--- config.mk ---
export PLATFORM = sky130hd
export DESIGN_NAME = cslim_sqrt_cell
export DESIGN_NICKNAME = d
export VERILOG_FILES = /design/src/sv/cslim_pkg.sv /design/src/sv/cslim_sqrt_cell.sv
export SDC_FILE = /design/constraint.sdc
export NUM_CORES = 1
export LEC_CHECK = 0
export BUFFER_PORTS_ARGS = -buffer_cell sky130_fd_sc_hd__buf_2
export CAP_MARGIN = 20
export CORE_MARGIN = 3
export CORE_UTILIZATION = 27
export DETAILED_ROUTE_END_ITERATION = 8
export GPL_TIMING_DRIVEN = 1
export HOLD_SLACK_MARGIN = 0.12
export PLACE_DENSITY_LB_ADDON = 0.12
export SLEW_MARGIN = 30
export SYNTH_ARGS = -nofsm -noshare
export SYNTH_HDL_FRONTEND = slang
export SYNTH_SLANG_ARGS = --single-unit
--- constraint.sdc ---
create_clock -name clk -period 5.2 [get_ports clk]
set_input_delay 0.78 -clock clk [delete_from_list [all_inputs] [get_ports clk]]
set_output_delay 0.78 -clock clk [all_outputs]
set_load 0.005 [all_outputs]
--- src/sv/cslim_pkg.sv ---
// Shared types and constants for the dq current vector magnitude limiter.
// No dependencies; imported by every cell and by the top level.
`default_nettype none

package cslim_pkg;

  // Reset value of the maximum current in whole amps, before the fraction shift.
  localparam int unsigned RESET_MAX_AMPS = 200;

  // Per-request control flags that travel beside the data through every cell.
  typedef struct packed {
    logic vld;
    logic hit;     // an axis clamp fired
    logic scale;   // the circular scaling applies
    logic sgn_id;  // d-axis result is negative
    logic sgn_iq;  // q-axis result is negative
  } ctl_t;

endpackage

`default_nettype wire

--- src/sv/cslim_sqrt_cell.sv ---
// One cell of the square root chain: resolves one root bit per cell.
// Depends on cslim_pkg for the control struct.
`default_nettype none

module cslim_sqrt_cell #(
  parameter int unsigned CW = 16
) (
  input  logic                clk,
  input  logic                rst_n,
  input  logic                en,
  input  cslim_pkg::ctl_t     ctl_i,
  input  logic [CW-2:0]       a_id_i,
  input  logic [CW-2:0]       a_iq_i,
  input  logic [2*CW-1:0]     rad_i,
  input  logic [CW:0]         rem_i,
  input  logic [CW-1:0]       root_i,
  output cslim_pkg::ctl_t     ctl_o,
  output logic [CW-2:0]       a_id_o,
  output logic [CW-2:0]       a_iq_o,
  output logic [2*CW-1:0]     rad_o,
  output logic [CW:0]         rem_o,
  output logic [CW-1:0]       root_o
);
  import cslim_pkg::*;

  ctl_t              ctl_r;
  logic [CW-2:0]     a_id_r, a_iq_r;
  logic [2*CW-1:0]   rad_r, rad_nxt;
  logic [CW:0]       rem_r, rem_nxt;
  logic [CW-1:0]     root_r, root_nxt;
  logic [CW+1:0]     cur, trial, diff;
  logic              take;

  // The remainder entering any cell is below 2^CW, so its top bit is dropped
  // before the next two radicand bits are brought down.
  always_comb begin
    cur      = {rem_i[CW-1:0], rad_i[2*CW-1 -: 2]};
    trial    = {root_i, 2'b01};
    take     = (cur >= trial);
    diff     = cur - trial;
    rem_nxt  = take ? diff[CW:0] : cur[CW:0];
    root_nxt = {root_i[CW-2:0], take};
    rad_nxt  = {rad_i[2*CW-3:0], 2'b00};
  end

  always_ff @(posedge clk) begin
    if (!rst_n) begin
      ctl_r <= '0;
    end else if (en) begin
      ctl_r <= ctl_i;
    end
  end

  always_ff @(posedge clk) begin
    if (en) begin
      a_id_r <= a_id_i;
      a_iq_r <= a_iq_i;
      rad_r  <= rad_nxt;
      rem_r  <= rem_nxt;
      root_r <= root_nxt;
    end
  end

  assign ctl_o  = ctl_r;
  assign a_id_o = a_id_r;
  assign a_iq_o = a_iq_r;
  assign rad_o  = rad_r;
  assign rem_o  = rem_r;
  assign root_o = root_r;

endmodule

`default_nettype wire

-- Yosys cells after proc, flatten, opt, wreduce, memory -nomap -nowiden
Index checks and enable logic that the tools add are counted.
- $add $sub $neg: 1
- order comparisons: 1
- muxes and demuxes: 1
- operator list (cell ; number):
    $ge 18x18->1 ; 1
    $mux 17 ; 1
    $sub 17x17->17 ; 1
- bits in registers: 98
- logic and storage cells: 13
- output and inout bits: 100
- input bits: 103

-- Logic depth before layout (Yosys ltp)
- word-level depth: 2
- mapped depth: 11
- mapped depth without buffers: 9

-- Worst setup path after synthesis
OpenSTA, ideal clock, no wires.
- path type: input -> register
- from: input port root_i[9]
- to: register rem_r[10], in the netlist rem_o[10], data pin
- arrival: 2867 ps
- data required time: 4940 ps
- path buffers: 2
- stages: 11
- path slack: 2073 ps
- cell sequence: inv_1 ha_1 buf_6 a21o_1 a21o_1 a311o_1 o31ai_4 and2_1 buf_6 inv_8 mux2_4
- word-level cells in the longest chain between the ends: 2
- ends and longest elaborated chain (element ; line ; source):
    from (decl) ; cslim_sqrt_cell.sv:16 ; input logic [CW-1:0] root_i,
    $ge 18x18->1 ; cslim_sqrt_cell.sv:39 ; take = (cur >= trial);
    via take ; cslim_sqrt_cell.sv:32 ; logic take;
    $mux 17 ; cslim_sqrt_cell.sv:41 ; rem_nxt = take ? diff[CW:0] : cur[CW:0];
    via rem_nxt[10] ; cslim_sqrt_cell.sv:29 ; logic [CW:0] rem_r, rem_nxt;
    to (signal assigned) ; cslim_sqrt_cell.sv:59 ; rem_r <= rem_nxt;
    to (decl) ; cslim_sqrt_cell.sv:29 ;
The timed path passes the listed nets, and every way through them passes these cells.
A chain may end at the register's enable or synchronous reset.

-- Worst setup path in the final report
- from: input port root_i[9]
- to: register rem_r[5], in the netlist rem_o[5], data pin
Same word-level chain as after synthesis.

==> results.ini <==
[yosys]
synth_area_leaders=edfxtp_1 (65%), ha_1 (5.2%), mux2_4 (2.8%)
ys.flop_type=edfxtp_1
yosys_warnings=0
syn_area_sq_mm=0.004299
synth_cells=286
yosys.cell_count.top_type=edfxtp_1
avgSynthCellArea_sq_um=15.03
ys_seq_area_share_pct=67.29
ys_types=55
synthXorXnorAreaFrac_pct=2.241
yosys.area.top_type=edfxtp_1
synth_top_area_share_pct=64.96
synth_adder_area_share_pct=5.239
synth_compound_area_share_pct=10.48
synthMuxAreaShare_pct=4.424
synth_common_cells=edfxtp_1 (93), inv_1 (22), ha_1 (18)
synthSimpleGateAreaFrac_pct=6.665
synth_top_family_by_area=compound AO/OA/AOI/OAI gates
synth-edff-count=93
ys_seq_elements=98
async_flop_share_pct=0

[global_routing]
antenna_found_initial=0
grt_pass1_vias=3075
grt_pass1_wl_um=17330
grt_usage_pct=12.74
grt_max_degree=60
overflow=0

[layout]
fin_nets=609
layout-drive-gt1-share_pct=47.26
syn2layout_area_growth_pct=34.87
n_antenna_cell=0
fill_cells=1553

[sta]
min_period_ns=3.451
setup_violations=0
fin_crit_sh_pct=66.36
rsz0062_at_grt=no
slew_headroom_pct=49.01
max_freq_mhz=289.8
worst_pin_slew_ns=0.7649
hold_viol_final=0
worst_slack_ns=1.749
setup-tns-final_ns=0
report.final.slew_viol_count=0
skew_ns=0

[route]
wire_per_inst_um=16.16
firstDrtPassIters=4
vias=3117
drtIter0Drc=177
drc=0
viasPerCell=4.428
wl_um=11380
antenna_left=0

[worst_hold_path]
min_path_type=reg2reg

[critical_path]
cp_max_fo=10
arrival_ns=3.55
endpoint_kind=register
worstSetupPathType=in2reg
cp_top_family=compound AO/OA/AOI/OAI gates
crit_top_cell=a21o_1
crit_slowest_cell=and2_1
critPathBufInv=3
start_kind=input pin
critPathMaxStageDelay_ns=0.56
worst_ep_required_time_ns=5.30
crit_chain=buf_2 > inv_1 > ha_1 > a21o_1 > a21o_1 > a311o_1 > o31ai_4 > and2_1 > inv_8 > mux2_4

[floorplanning]
coreArea_sq_mm=0.01537
io_pins=203
die_w_um=132.2
initial_core_util_pct=27.97
rows=45
die-area_sq_mm=0.01747
fp.dieH_um=132.2

[clock_tree]
clk_pin_slew_ns=0.07
cts_tree=built
ctsHoldBuffers=0
postCtsResizedCells=0
cts.sinks=98
cts_buffers=9
root_buffer=clkbuf_16
cts_max_level=3
clk_path_buf_depth=2
clock_latency_ns=0.35
cts_setup_buffers=0

[pwr]
ir_worst_vdd_v=0.0001428
power.internal_w=0.001431
swShare_pct=25.49
power_frac_comb_pct=16.5
power_switching_w=0.0004895
power_frac_seq_pct=50.1
p_leak_nw=2.564
power_density_mw_per_mm2=331.2
p_clk_share_pct=33.4

[placement]
portBuffers=199
globalplace.congestion=0.7696
pre_cts_slack_ns=1.375
dpl.hpwl_um=8792

[run_status]
status=finished, final reports clean

[run]
cap_violations=0

registers in the layout, summed over array words and instances (netlist names):
register / flops
a_id_o: 15
a_iq_o: 15
ctl_o: 5
rad_o: 30
rem_o: 17
root_o: 16
metrics by stage:
step | area (sq um) | instances | utilization (%) | power [W] | hold slack, ns
2_1_floorplan | 4303 | 287 | - | 0.001142 | 0.5074
3_3_place_gp | 5513 | 688 | 35.86 | 0.001300 | 0.4995
3_5_place_dp | 5513 | 688 | 35.86 | 0.001302 | 0.5032
4_1_cts | 5798 | 704 | 37.72 | 0.001961 | 0.5242
5_1_grt | 5798 | 704 | 37.72 | 0.002016 | 0.5526
6_report | 5798 | 704 | 37.72 | 0.001920 | 0.5181
worst min-delay path: cells and delay by family, from the launching register on:
kind	cells	cell delay, ns
flops	1	0.33
mux	1	0.06
simple gates	1	0.09
worst paths after layout:
check / slack, ns / start / to / cells past startpoint
worst max-delay path: 1.75 / root_i[9] / rem_o[5] / 10
worst min-delay path: 0.52 / ctl_o[4] / ctl_o[4] / 2
worst max register to register: 4.58 / ctl_o[3] / ctl_o[3] / 2
worst min register to register: 0.52 / ctl_o[4] / ctl_o[4] / 2
area by class of cell:
class | instances | area (sq um) | share of cell area, %
flip-flops and latches | 98 | 2893 | 49.89
multi-input cells | 156 | 1256 | 21.67
repair buffers | 200 | 1006 | 17.35
well taps | 211 | 264.0 | 4.553
clock buffers | 9 | 225.2 | 3.884
inverters | 23 | 93.84 | 1.618
clock inverters | 7 | 60.06 | 1.036
layout by cell type (no fill, tap or decap), types with 4 or more instances in the layout:
cell       synthesis  routed
a21o_1             7       7
a21oi_1            5       5
and2_1             4       4
buf_2              0     198
clkbuf_16          0       9
dfxtp_1            5       5
edfxtp_1          93      93
ha_1              18      18
inv_1             22      22
mux2_4             8       8
mux2i_1            7       7
nand3_1            6       6
nor2_1            11      11
nor2b_1            6       6
nor3_1             5       5
o21a_1             7       7
o21ai_0           11      11
xnor2_1            8       8
per-layer routing:
layer / vias up / GRT usage, % / routed length, um
met1: 1465 / 15.34 / 4756
met5: - / 0 / 0
met4: 0 / 4.503 / 160
li1: 1498 / - / -
met3: 12 / 4.389 / 948
met2: 142 / 21.29 / 5511
power by group through the flow:
stage / logic (W) / clock network (W) / registers [W]
2_1_floorplan: 0.000150 / 0 / 0.000991
3_3_place_gp: 0.000321 / 0 / 0.000979
3_5_place_dp: 0.000322 / 0 / 0.000980
4_1_cts: 0.000324 / 0.000674 / 0.000963
5_1_grt: 0.000350 / 0.000697 / 0.000969
6_report: 0.000318 / 0.000641 / 0.000962
cells by family after synthesis:
kind of cell,Yosys count
DFF,98
AOI/OAI and AO/OA,59
and+or+nand+nor,51
buffers and inverters,33
adders and majority gates,18
muxes,15
xor gates and xnor gates,11
other,1
(Power assumes the default switching activity.)
